File: config.mk
export PLATFORM = sky130hd
export DESIGN_NAME = sof_length_checksum_deframer_flat
export DESIGN_NICKNAME = d
export VERILOG_FILES = /design/src/hdl/sofd_pkg.sv /design/src/hdl/sofd_if.sv /design/src/hdl/sofd_cfg.sv /design/src/hdl/sofd_in_reg.sv /design/src/hdl/sofd_core.sv /design/src/hdl/sofd_out_reg.sv /design/src/hdl/sof_length_checksum_deframer.sv /design/src/flat_wrapper.sv
export VERILOG_INCLUDE_DIRS = /design/src /design/src/hdl
export SDC_FILE = /design/constraint.sdc
export NUM_CORES = 1
export LEC_CHECK = 0
export ABC_AREA = 1
export BUFFER_PORTS_ARGS = -buffer_cell sky130_fd_sc_hd__buf_2
export CAP_MARGIN = 25
export CORE_MARGIN = 10
export CORE_UTILIZATION = 50
export CTS_BUF_LIST = sky130_fd_sc_hd__clkbuf_8
export CTS_CLUSTER_SIZE = 25
export DETAILED_ROUTE_END_ITERATION = 8
export MAX_ROUTING_LAYER = met4
export PLACE_DENSITY = 0.69
export SKIP_CTS_REPAIR_TIMING = 1
export SYNTH_ARGS = -nofsm -noshare
export SYNTH_HDL_FRONTEND = slang
export SYNTH_HIERARCHICAL = 1
export SYNTH_SLANG_ARGS = --single-unit
File: constraint.sdc
create_clock -name clk_i -period 6.3 [get_ports clk_i]
set_input_delay 0.63 -clock clk_i [delete_from_list [all_inputs] [get_ports clk_i]]
set_output_delay 0.63 -clock clk_i [all_outputs]
set_load 0.02 [all_outputs]
File: src/hdl/sof_length_checksum_deframer_assert.svh
// Assertion macros for the start/length/checksum deframer.
// Included by the top level; needs nothing else.
`ifndef SOF_LENGTH_CHECKSUM_DEFRAMER_ASSERT_SVH
`define SOF_LENGTH_CHECKSUM_DEFRAMER_ASSERT_SVH

// Same-cycle implication, disabled while the active-low reset is asserted.
`define SOFD_ASSERT_NOW(label, clk, rst_n, ante, cons) \
  label: assert property (@(posedge clk) disable iff (!(rst_n)) (ante) |-> (cons)) \
    else $error("deframer check failed");

// Next-cycle implication, disabled while the active-low reset is asserted.
`define SOFD_ASSERT_NEXT(label, clk, rst_n, ante, cons) \
  label: assert property (@(posedge clk) disable iff (!(rst_n)) (ante) |=> (cons)) \
    else $error("deframer check failed");

`endif

File: src/hdl/sofd_pkg.sv
// Shared types and constants of the start/length/checksum deframer.
// No dependencies.
package sofd_pkg;

  localparam int unsigned BYTE_W   = 8;
  localparam int unsigned STATUS_W = 2;
  localparam int unsigned TMO_W    = 16;
  localparam int unsigned CFG_IDX_W = 2;
  localparam int unsigned CFG_DAT_W = 16;

  localparam logic [BYTE_W-1:0] START_BYTE = 8'hAA;
  localparam logic [BYTE_W-1:0] MAX_LENGTH_RST = 8'hFF;
  localparam logic [TMO_W-1:0]  TIMEOUT_RST = 16'h0FFF;

  localparam logic [CFG_IDX_W-1:0] REG_MAX_LENGTH = 2'd0;
  localparam logic [CFG_IDX_W-1:0] REG_TIMEOUT    = 2'd1;

  localparam logic CMD_BYTE = 1'b0;
  localparam logic CMD_TICK = 1'b1;

  localparam logic KIND_DATA = 1'b0;
  localparam logic KIND_END  = 1'b1;

  localparam logic [STATUS_W-1:0] ST_OK      = 2'd0;
  localparam logic [STATUS_W-1:0] ST_BAD_SUM = 2'd1;
  localparam logic [STATUS_W-1:0] ST_TOO_LONG = 2'd2;
  localparam logic [STATUS_W-1:0] ST_TIMEOUT = 2'd3;

  localparam logic [1:0] PH_HUNT = 2'd0;
  localparam logic [1:0] PH_LEN  = 2'd1;
  localparam logic [1:0] PH_DATA = 2'd2;
  localparam logic [1:0] PH_SUM  = 2'd3;

  typedef struct packed {
    logic [BYTE_W-1:0] max_length;
    logic [TMO_W-1:0]  timeout_ticks;
  } cfg_t;

  typedef struct packed {
    logic              cmd;
    logic [BYTE_W-1:0] rx_byte;
  } item_t;

  typedef struct packed {
    logic                kind;
    logic [BYTE_W-1:0]   payload_byte;
    logic [BYTE_W-1:0]   byte_index;
    logic [STATUS_W-1:0] status;
    logic [BYTE_W-1:0]   frame_length;
  } result_t;

  typedef struct packed {
    logic    emit;
    result_t res;
    logic [1:0] phase;
  } core_res_t;

endpackage

File: src/hdl/sofd_if.sv
// Valid/ready channel interfaces of the deframer: input words, result
// words and configuration writes. Depends on sofd_pkg.
interface sofd_in_if;
  logic                        valid;
  logic                        ready;
  logic                        cmd;
  logic [sofd_pkg::BYTE_W-1:0] rx_byte;
  modport source (output valid, cmd, rx_byte, input ready);
  modport sink (input valid, cmd, rx_byte, output ready);
endinterface

interface sofd_out_if;
  logic                          valid;
  logic                          ready;
  logic                          kind;
  logic [sofd_pkg::BYTE_W-1:0]   payload_byte;
  logic [sofd_pkg::BYTE_W-1:0]   byte_index;
  logic [sofd_pkg::STATUS_W-1:0] status;
  logic [sofd_pkg::BYTE_W-1:0]   frame_length;
  modport source (output valid, kind, payload_byte, byte_index, status, frame_length,
                  input ready);
  modport sink (input valid, kind, payload_byte, byte_index, status, frame_length,
                output ready);
endinterface

interface sofd_cfg_if;
  logic                           valid;
  logic                           ready;
  logic [sofd_pkg::CFG_IDX_W-1:0] index;
  logic [sofd_pkg::CFG_DAT_W-1:0] data;
  modport source (output valid, index, data, input ready);
  modport sink (input valid, index, data, output ready);
endinterface

File: src/hdl/sofd_cfg.sv
// Configuration registers of the deframer: maximum length and timeout.
// Depends on sofd_pkg.
module sofd_cfg (
  input  logic                           clk_i,
  input  logic                           rst_ni,
  input  logic                           wr_en_i,
  input  logic [sofd_pkg::CFG_IDX_W-1:0] wr_idx_i,
  input  logic [sofd_pkg::CFG_DAT_W-1:0] wr_data_i,
  output sofd_pkg::cfg_t                 cfg_o
);
  import sofd_pkg::*;

  logic [BYTE_W-1:0] max_length_q, max_length_d;
  logic [TMO_W-1:0]  timeout_q, timeout_d;

  always_comb begin
    max_length_d = max_length_q;
    timeout_d    = timeout_q;
    if (wr_en_i) begin
      case (wr_idx_i)
        REG_MAX_LENGTH: max_length_d = wr_data_i[BYTE_W-1:0];
        REG_TIMEOUT:    timeout_d    = wr_data_i[TMO_W-1:0];
        default: ;
      endcase
    end
  end

  always_ff @(posedge clk_i or negedge rst_ni) begin
    if (!rst_ni) begin
      max_length_q <= MAX_LENGTH_RST;
      timeout_q    <= TIMEOUT_RST;
    end else begin
      max_length_q <= max_length_d;
      timeout_q    <= timeout_d;
    end
  end

  assign cfg_o.max_length    = max_length_q;
  assign cfg_o.timeout_ticks = timeout_q;
endmodule

File: src/hdl/sofd_in_reg.sv
// Input register of the deframer: holds one accepted word until the
// frame logic takes it. Depends on sofd_pkg.
module sofd_in_reg (
  input  logic            clk_i,
  input  logic            rst_ni,
  input  logic            in_valid_i,
  output logic            in_ready_o,
  input  sofd_pkg::item_t in_item_i,
  input  logic            advance_i,
  output logic            valid_o,
  output sofd_pkg::item_t item_o
);
  import sofd_pkg::*;

  logic  valid_q, valid_d;
  item_t item_q;
  logic  accept;

  assign in_ready_o = !valid_q || advance_i;
  assign accept     = in_valid_i && in_ready_o;

  always_comb begin
    valid_d = valid_q;
    if (accept) begin
      valid_d = 1'b1;
    end else if (advance_i) begin
      valid_d = 1'b0;
    end
  end

  always_ff @(posedge clk_i or negedge rst_ni) begin
    if (!rst_ni) begin
      valid_q <= 1'b0;
    end else begin
      valid_q <= valid_d;
    end
  end

  always_ff @(posedge clk_i) begin
    if (accept) begin
      item_q <= in_item_i;
    end
  end

  assign valid_o = valid_q;
  assign item_o  = item_q;
endmodule

File: src/hdl/sofd_core.sv
// Frame state machine of the deframer: hunt, length, too-long abort,
// payload, checksum, idle timeout. Depends on sofd_pkg.
module sofd_core #(
  parameter int unsigned CNT_W = 16
) (
  input  logic                 clk_i,
  input  logic                 rst_ni,
  input  logic                 advance_i,
  input  sofd_pkg::item_t      item_i,
  input  sofd_pkg::cfg_t       cfg_i,
  output sofd_pkg::core_res_t  res_o
);
  import sofd_pkg::*;

  localparam int unsigned CW = (CNT_W > TMO_W) ? CNT_W : TMO_W;
  localparam logic [CNT_W-1:0] CAP = {CNT_W{1'b1}};

  logic [1:0]        phase_q, phase_d;
  logic [BYTE_W-1:0] exp_len_q, exp_len_d;
  logic [BYTE_W-1:0] seen_q, seen_d;
  logic [BYTE_W-1:0] sum_q, sum_d;
  logic [CNT_W-1:0]  idle_q, idle_d;

  logic [CNT_W-1:0]  idle_inc;
  logic [CW-1:0]     limit;
  logic [BYTE_W-1:0] seen_inc;
  logic [BYTE_W-1:0] b;
  result_t           res;
  logic              emit;

  assign b        = item_i.rx_byte;
  assign seen_inc = seen_q + BYTE_W'(1);
  assign idle_inc = (idle_q == CAP) ? idle_q : idle_q + CNT_W'(1);
  assign limit    = (CW'(cfg_i.timeout_ticks) > CW'(CAP)) ? CW'(CAP)
                                                          : CW'(cfg_i.timeout_ticks);

  always_comb begin
    phase_d   = phase_q;
    exp_len_d = exp_len_q;
    seen_d    = seen_q;
    sum_d     = sum_q;
    idle_d    = idle_q;
    emit      = 1'b0;
    res       = '0;
    if (item_i.cmd == CMD_TICK) begin
      if (phase_q != PH_HUNT) begin
        if (CW'(idle_inc) >= limit) begin
          emit             = 1'b1;
          res.kind         = KIND_END;
          res.status       = ST_TIMEOUT;
          res.frame_length = exp_len_q;
          phase_d          = PH_HUNT;
          idle_d           = '0;
        end else begin
          idle_d = idle_inc;
        end
      end
    end else begin
      idle_d = '0;
      case (phase_q)
        PH_HUNT: begin
          if (b == START_BYTE) begin
            phase_d   = PH_LEN;
            exp_len_d = '0;
            seen_d    = '0;
            sum_d     = '0;
          end
        end
        PH_LEN: begin
          exp_len_d = b;
          sum_d     = b;
          seen_d    = '0;
          if (b > cfg_i.max_length) begin
            emit             = 1'b1;
            res.kind         = KIND_END;
            res.status       = ST_TOO_LONG;
            res.frame_length = b;
            phase_d          = PH_HUNT;
          end else begin
            phase_d = (b == '0) ? PH_SUM : PH_DATA;
          end
        end
        PH_DATA: begin
          emit             = 1'b1;
          res.kind         = KIND_DATA;
          res.payload_byte = b;
          res.byte_index   = seen_q;
          sum_d            = sum_q + b;
          seen_d           = seen_inc;
          if (seen_inc >= exp_len_q) begin
            phase_d = PH_SUM;
          end
        end
        PH_SUM: begin
          emit             = 1'b1;
          res.kind         = KIND_END;
          res.status       = (b == sum_q) ? ST_OK : ST_BAD_SUM;
          res.frame_length = exp_len_q;
          phase_d          = PH_HUNT;
        end
        default: phase_d = PH_HUNT;
      endcase
    end
  end

  always_ff @(posedge clk_i or negedge rst_ni) begin
    if (!rst_ni) begin
      phase_q   <= PH_HUNT;
      exp_len_q <= '0;
      seen_q    <= '0;
      sum_q     <= '0;
      idle_q    <= '0;
    end else if (advance_i) begin
      phase_q   <= phase_d;
      exp_len_q <= exp_len_d;
      seen_q    <= seen_d;
      sum_q     <= sum_d;
      idle_q    <= idle_d;
    end
  end

  assign res_o.emit  = emit;
  assign res_o.res   = res;
  assign res_o.phase = phase_q;
endmodule

File: src/hdl/sofd_out_reg.sv
// Result register of the deframer: holds one result word until the
// downstream side takes it. Depends on sofd_pkg.
module sofd_out_reg (
  input  logic              clk_i,
  input  logic              rst_ni,
  input  logic              load_i,
  input  sofd_pkg::result_t res_i,
  input  logic              out_ready_i,
  output logic              out_valid_o,
  output logic              free_o,
  output sofd_pkg::result_t res_o
);
  import sofd_pkg::*;

  logic    valid_q, valid_d;
  result_t res_q;

  assign free_o = !valid_q || out_ready_i;

  always_comb begin
    valid_d = valid_q;
    if (load_i) begin
      valid_d = 1'b1;
    end else if (out_ready_i) begin
      valid_d = 1'b0;
    end
  end

  always_ff @(posedge clk_i or negedge rst_ni) begin
    if (!rst_ni) begin
      valid_q <= 1'b0;
    end else begin
      valid_q <= valid_d;
    end
  end

  always_ff @(posedge clk_i) begin
    if (load_i) begin
      res_q <= res_i;
    end
  end

  assign out_valid_o = valid_q;
  assign res_o       = res_q;
endmodule

File: src/hdl/sof_length_checksum_deframer.sv
// Top level of the start/length/checksum deframer.
// Depends on sofd_pkg, sofd_if, sofd_cfg, sofd_in_reg, sofd_core, sofd_out_reg.
//
//   channel  direction  word contents
//   in_i     sink       cmd, rx_byte
//   out_o    source     kind, payload_byte, byte_index, status, frame_length
//   cfg_i    sink       index, data (always ready)
//
// One word per cycle unless stalled: input register, frame logic, result
// register. Input words are registered before the frame logic sees them.
// Frame logic advances on a held word if result register is empty or drained.
// A stalled result register backs up into the input register, then in_i.ready.
// Reset clears state; no clearing pass.
`include "sof_length_checksum_deframer_assert.svh"

module sof_length_checksum_deframer #(
  parameter int unsigned IDLE_COUNTER_BITS = 16
) (
  input  logic      clk_i,
  input  logic      rst_ni,
  sofd_in_if.sink   in_i,
  sofd_out_if.source out_o,
  sofd_cfg_if.sink  cfg_i
);
  import sofd_pkg::*;

  cfg_t      cfg;
  item_t     in_item;
  item_t     cur_item;
  logic      cur_valid;
  logic      out_free;
  logic      advance;
  core_res_t core_res;
  result_t   out_res;

  assign cfg_i.ready = 1'b1;

  sofd_cfg u_cfg (
    .clk_i     (clk_i),
    .rst_ni    (rst_ni),
    .wr_en_i   (cfg_i.valid),
    .wr_idx_i  (cfg_i.index),
    .wr_data_i (cfg_i.data),
    .cfg_o     (cfg)
  );

  assign in_item.cmd     = in_i.cmd;
  assign in_item.rx_byte = in_i.rx_byte;

  sofd_in_reg u_in_reg (
    .clk_i      (clk_i),
    .rst_ni     (rst_ni),
    .in_valid_i (in_i.valid),
    .in_ready_o (in_i.ready),
    .in_item_i  (in_item),
    .advance_i  (advance),
    .valid_o    (cur_valid),
    .item_o     (cur_item)
  );

  assign advance = cur_valid && out_free;

  sofd_core #(
    .CNT_W (IDLE_COUNTER_BITS)
  ) u_core (
    .clk_i     (clk_i),
    .rst_ni    (rst_ni),
    .advance_i (advance),
    .item_i    (cur_item),
    .cfg_i     (cfg),
    .res_o     (core_res)
  );

  sofd_out_reg u_out_reg (
    .clk_i       (clk_i),
    .rst_ni      (rst_ni),
    .load_i      (advance && core_res.emit),
    .res_i       (core_res.res),
    .out_ready_i (out_o.ready),
    .out_valid_o (out_o.valid),
    .free_o      (out_free),
    .res_o       (out_res)
  );

  assign out_o.kind         = out_res.kind;
  assign out_o.payload_byte = out_res.payload_byte;
  assign out_o.byte_index   = out_res.byte_index;
  assign out_o.status       = out_res.status;
  assign out_o.frame_length = out_res.frame_length;

  `SOFD_ASSERT_NEXT(a_emit_loads, clk_i, rst_ni, advance && core_res.emit, out_o.valid)
  `SOFD_ASSERT_NEXT(a_end_hunts, clk_i, rst_ni,
                    advance && core_res.emit && core_res.res.kind == KIND_END,
                    core_res.phase == PH_HUNT)
  `SOFD_ASSERT_NEXT(a_data_in_frame, clk_i, rst_ni,
                    advance && core_res.emit && core_res.res.kind == KIND_DATA,
                    core_res.phase == PH_DATA || core_res.phase == PH_SUM)
  `SOFD_ASSERT_NEXT(a_item_held, clk_i, rst_ni, cur_valid && !advance, cur_valid)
  `SOFD_ASSERT_NOW(a_no_adv_when_full, clk_i, rst_ni, out_o.valid && !out_o.ready, !advance)

endmodule

File: src/flat_wrapper.sv
// flat-port wrapper written by rule: the top's interface ports become plain ports
module sof_length_checksum_deframer_flat import sofd_pkg::*;
#(
  parameter int unsigned IDLE_COUNTER_BITS = 16
)
  (clk_i, rst_ni, in_i_valid, in_i_cmd, in_i_rx_byte, in_i_ready, out_o_valid, out_o_kind, out_o_payload_byte, out_o_byte_index, out_o_status, out_o_frame_length, out_o_ready, cfg_i_valid, cfg_i_index, cfg_i_data, cfg_i_ready);
  sofd_in_if in_i_i ();
  sofd_out_if out_o_i ();
  sofd_cfg_if cfg_i_i ();
  input  logic clk_i;
  input  logic rst_ni;
  input wire logic [$bits(in_i_i.valid)-1:0] in_i_valid;
  input wire logic [$bits(in_i_i.cmd)-1:0] in_i_cmd;
  input wire logic [$bits(in_i_i.rx_byte)-1:0] in_i_rx_byte;
  output wire logic [$bits(in_i_i.ready)-1:0] in_i_ready;
  output wire logic [$bits(out_o_i.valid)-1:0] out_o_valid;
  output wire logic [$bits(out_o_i.kind)-1:0] out_o_kind;
  output wire logic [$bits(out_o_i.payload_byte)-1:0] out_o_payload_byte;
  output wire logic [$bits(out_o_i.byte_index)-1:0] out_o_byte_index;
  output wire logic [$bits(out_o_i.status)-1:0] out_o_status;
  output wire logic [$bits(out_o_i.frame_length)-1:0] out_o_frame_length;
  input wire logic [$bits(out_o_i.ready)-1:0] out_o_ready;
  input wire logic [$bits(cfg_i_i.valid)-1:0] cfg_i_valid;
  input wire logic [$bits(cfg_i_i.index)-1:0] cfg_i_index;
  input wire logic [$bits(cfg_i_i.data)-1:0] cfg_i_data;
  output wire logic [$bits(cfg_i_i.ready)-1:0] cfg_i_ready;
  assign in_i_i.valid = in_i_valid;
  assign in_i_i.cmd = in_i_cmd;
  assign in_i_i.rx_byte = in_i_rx_byte;
  assign in_i_ready = in_i_i.ready;
  assign out_o_valid = out_o_i.valid;
  assign out_o_kind = out_o_i.kind;
  assign out_o_payload_byte = out_o_i.payload_byte;
  assign out_o_byte_index = out_o_i.byte_index;
  assign out_o_status = out_o_i.status;
  assign out_o_frame_length = out_o_i.frame_length;
  assign out_o_i.ready = out_o_ready;
  assign cfg_i_i.valid = cfg_i_valid;
  assign cfg_i_i.index = cfg_i_index;
  assign cfg_i_i.data = cfg_i_data;
  assign cfg_i_ready = cfg_i_i.ready;
  sof_length_checksum_deframer #(.IDLE_COUNTER_BITS(IDLE_COUNTER_BITS)) u_core (.clk_i(clk_i), .rst_ni(rst_ni), .in_i(in_i_i), .out_o(out_o_i), .cfg_i(cfg_i_i));
endmodule
==> flow_summary.yaml <==
yosys:
  synth_top_area_share_pct: 19.2
  synth_compound_area_share_pct: 7.49
  yosysTopAreaCell: "dfrtp_1"
  synth_xor_area_share_pct: 2.24
  ys_ff_latch: 104
  synth_top_family_by_area: "simple AND/OR/NAND/NOR gates"
  syn_nets: 828
  netlist_area_sq_mm: 0.00625
  synth_area_leaders: "dfrtp_1 (19%), edfxtp_1 (17%), nand2_1 (12%)"
  synth_cell_types: 42
  syn_avg_cell_area_sq_um: 8.34
  yosysWarnings: 6
  async_flop_share_pct: 65.4
  synth-simple-area-share_pct: 26.8
  yosysMostFrequentCell: "nand2_1"
  ys.flop_type: "dfrtp_1"
  netlist_instances: 749
  synth-edff-count: 36
  yosysSeqAreaShare_pct: 45.0
  synthAdderAreaFrac_pct: 9.54
  synth_mux_area_share_pct: 0
  synth_common_cells: "nand2_1 (197), inv_1 (103), nand3_1 (55), dfrtp_1 (48), ha_1 (46)"
final_layout:
  finalInstanceArea_sq_mm: 0.00690
  n_antenna_cell: 0
  finalNetCount: 878
  drive_gt1_share_pct: 17.3
  fillCellCount: 1131
  synthToLayoutAreaGrowth_pct: 10.5
worst_hold_path:
  min_path_cells: 1
  holdPathEnd: "u_core/u_in_reg/item_o[5]$_DFFE_PP_"
  hold_start: "in_i_rx_byte[5]"
  hp-class: "in -> reg"
timing:
  skew_ns: 0.0138
  timing.slew.headroom_pct: 40.4
  final-max-slew-violation-count: 0
  period_share_pct: 59.7
  min_period_ns: 3.76
  fin_setup_tns_ns: 0
  rsz0062_at_grt: "false"
  setup_viol: 0
  tightest_slew_ns: 0.894
  timing.fmax_ghz: 0.266
  hold_violations: 0
worst_setup_path:
  cp-start-kind: "flip-flop"
  critPathKind: "reg -> reg"
  regToRegEndpoint: "u_core/u_out_reg/res_o[12]$_DFFE_PP_"
  slowest_delay_ns: 0.51
  crit_chain: "ha_1 > nand2_2 > nor2_4 > nand2_1 > nor4_1 > a21oi_1 > ha_1 > nand4_1 > nor2_1 > nand3_1 > nand3_2 > nand2_1 > nand2_1 > inv_1 > nor2_2 > buf_8"
  crit_fanout: 15
  cpMaxStageDelayCell: "nor2_2"
  cp_top_family: "simple AND/OR/NAND/NOR gates"
  rr_worst_depth: 16
  worst_path_most_repeated_cell: "nand2_1"
  r2r_slack_ns: 2.54
  reg2reg_from: "u_core/u_core/idle_q[1]$_DFFE_PN0P_"
  endpoint_kind: "flip-flop"
  critPathBufInv: 2
  arrival_ns: 3.86
  worstPathRequired_ns: 6.40
drt:
  drc: 0
  vias: 5007
  ant_nets: 0
  drt_pass1_iterations: 5
  routedWlPerCell_um: 14.3
  drt_iter0_drc: 407
  totalWireLength_um: 13900
  via_per_inst: 5.15
power:
  peakVddDrop_v: 0.000148
  powerDensity_mw_per_mm2: 290
  p_leak_uw: 0.00349
status:
  status: "complete, no violations"
floorplanning:
  start_util_pct: 51.6
  rows: 40
  pin_count: 62
  die_h_um: 132
  die_x_um: 132
  die-area_sq_mm: 0.0174
  core_region_area_sq_mm: 0.0121
clock_network:
  root_buffer: "clkbuf_8"
  cts_htree_levels: 3
  clkTransAtPathRegs_ns: 0.10
  cts_buffers: 9
  cts_tree: "yes"
  clock_path_buffers: 2
  clk_latency_ns: 0.39
  cts.sinks: 104
placed_design:
  io_buffers: 60
  place.gp.congestion: 0.959
  place_area_sq_mm: 0.00665
  dpl.hpwl_um: 10800
global_routing:
  grt_pass1_vias: 4785
  grt_overflow_total: 0
  grt_max_degree: 69
  grt_pass1_wl_um: 23300
  antenna_found_initial: 0
  grt_usage_pct: 16.7
job:
  drv_cap: 0
==> routing by layer <==
metal | part of all wire [%] | track usage [%] | wire length (um)
met5 | 0 | - | 0
met2 | 45 | 24.7 | 6340
met1 | 48 | 22.1 | 6640
met3 | 5.1 | 3.35 | 716
met4 | 1.7 | 6.67 | 241
==> report_power, final <==
group | internal (uW) | switching [uW] | total (uW)
Combinational | 213 | 398 | 611
Sequential | 813 | 68.1 | 881
Clock | 268 | 239 | 507
Total | 1290 | 705 | 2000
==> cell type report <==
cell class | instances | area (sq um) | share of cell area, %
clock buffers | 9 | 124 | 1.80
flip-flops and latches | 104 | 2810 | 40.7
inverters | 110 | 413 | 5.98
clock inverters | 7 | 124 | 1.80
repair buffers | 63 | 338 | 4.90
multi-input cells | 511 | 2880 | 41.8
well taps | 168 | 210 | 3.05
==> state kept, by name (all words and copies together), names as in the netlist, 2 cells and up <==
| register | cells |
|---|---|
| u_core/u_cfg/timeout_q | 16 |
| u_core/u_core/seen_q | 8 |
| u_core/u_in_reg/item_o | 9 |
| u_core/u_core/idle_q | 16 |
| u_core/u_core/exp_len_q | 8 |
| u_core/u_out_reg/res_o | 27 |
| u_core/u_core/sum_q | 8 |
| u_core/u_core/phase_q | 2 |
| u_core/u_cfg/max_length_q | 8 |
==> worst reg2reg max path: stages, from the launching register on <==
cell and delay [ns]:
dfrtp_1 0.41, ha_1 0.22, nand2_2 0.10, nor2_4 0.14, nand2_1 0.11, nor4_1 0.29, a21oi_1 0.15, ha_1 0.30
nand4_1 0.12, nor2_1 0.21, nand3_1 0.13, nand3_2 0.13, nand2_1 0.23, nand2_1 0.14, inv_1 0.05, nor2_2 0.51
buf_8 0.24
==> cell usage in the layout, fill, tap and decap left out, drive strengths merged, types with 15 or more instances in the layout <==
cell / n
nor2: 51
dfstp: 20
nand4: 25
nand2: 211
o21ai: 48
a21oi: 21
inv: 112
xor2: 15
buf: 63
nand3: 59
ha: 46
dfrtp: 48
edfxtp: 36
==> kinds of logic after synthesis <==
family,count (synthesis)
AOI/OAI and AO/OA,87
xor gates and xnor gates,16
adders and majority gates,47
buffers and inverters,134
DFF,104
other,1
and+or+nand+nor,360
==> metrics by stage <==
| stage | power [uW] | hold WS [ns] | setup WS, ns | instances | util [%] |
|---|---|---|---|---|---|
| 2_1_floorplan | 1340 | 0.334 | 2.77 | 749 | - |
| 3_5_place_dp | 1500 | 0.454 | 2.57 | 956 | 54.9 |
| 4_1_cts | 2010 | 0.383 | 2.55 | 972 | 57.0 |
| 6_report | 2000 | 0.408 | 2.54 | 972 | 57.0 |
| 5_1_grt | 2150 | 0.381 | 2.19 | 972 | 57.0 |
| 3_3_place_gp | 1470 | 0.454 | 2.43 | 954 | 54.7 |
==> worst max-delay path by stage <==
stage / slack, ns / startpoint / endpoint / depth (start not counted)
after floorplan: 2.77 / u_core/u_core/idle_q[0]$_DFFE_PN0P_ / u_core/u_out_reg/res_o[0]$_DFFE_PP_ / 23
after global placement: 2.43 / u_core/u_core/idle_q[1]$_DFFE_PN0P_ / u_core/u_out_reg/res_o[12]$_DFFE_PP_ / 21
after detailed placement: 2.57 / u_core/u_core/idle_q[1]$_DFFE_PN0P_ / u_core/u_out_reg/res_o[12]$_DFFE_PP_ / 16
after CTS: 2.55 / u_core/u_core/idle_q[1]$_DFFE_PN0P_ / u_core/u_out_reg/res_o[12]$_DFFE_PP_ / 16
after global routing: 2.19 / u_core/u_core/idle_q[1]$_DFFE_PN0P_ / u_core/u_out_reg/res_o[12]$_DFFE_PP_ / 16
final: 2.54 / u_core/u_core/idle_q[1]$_DFFE_PN0P_ / u_core/u_out_reg/res_o[12]$_DFFE_PP_ / 16
Power figures use the tool's default switching activity.
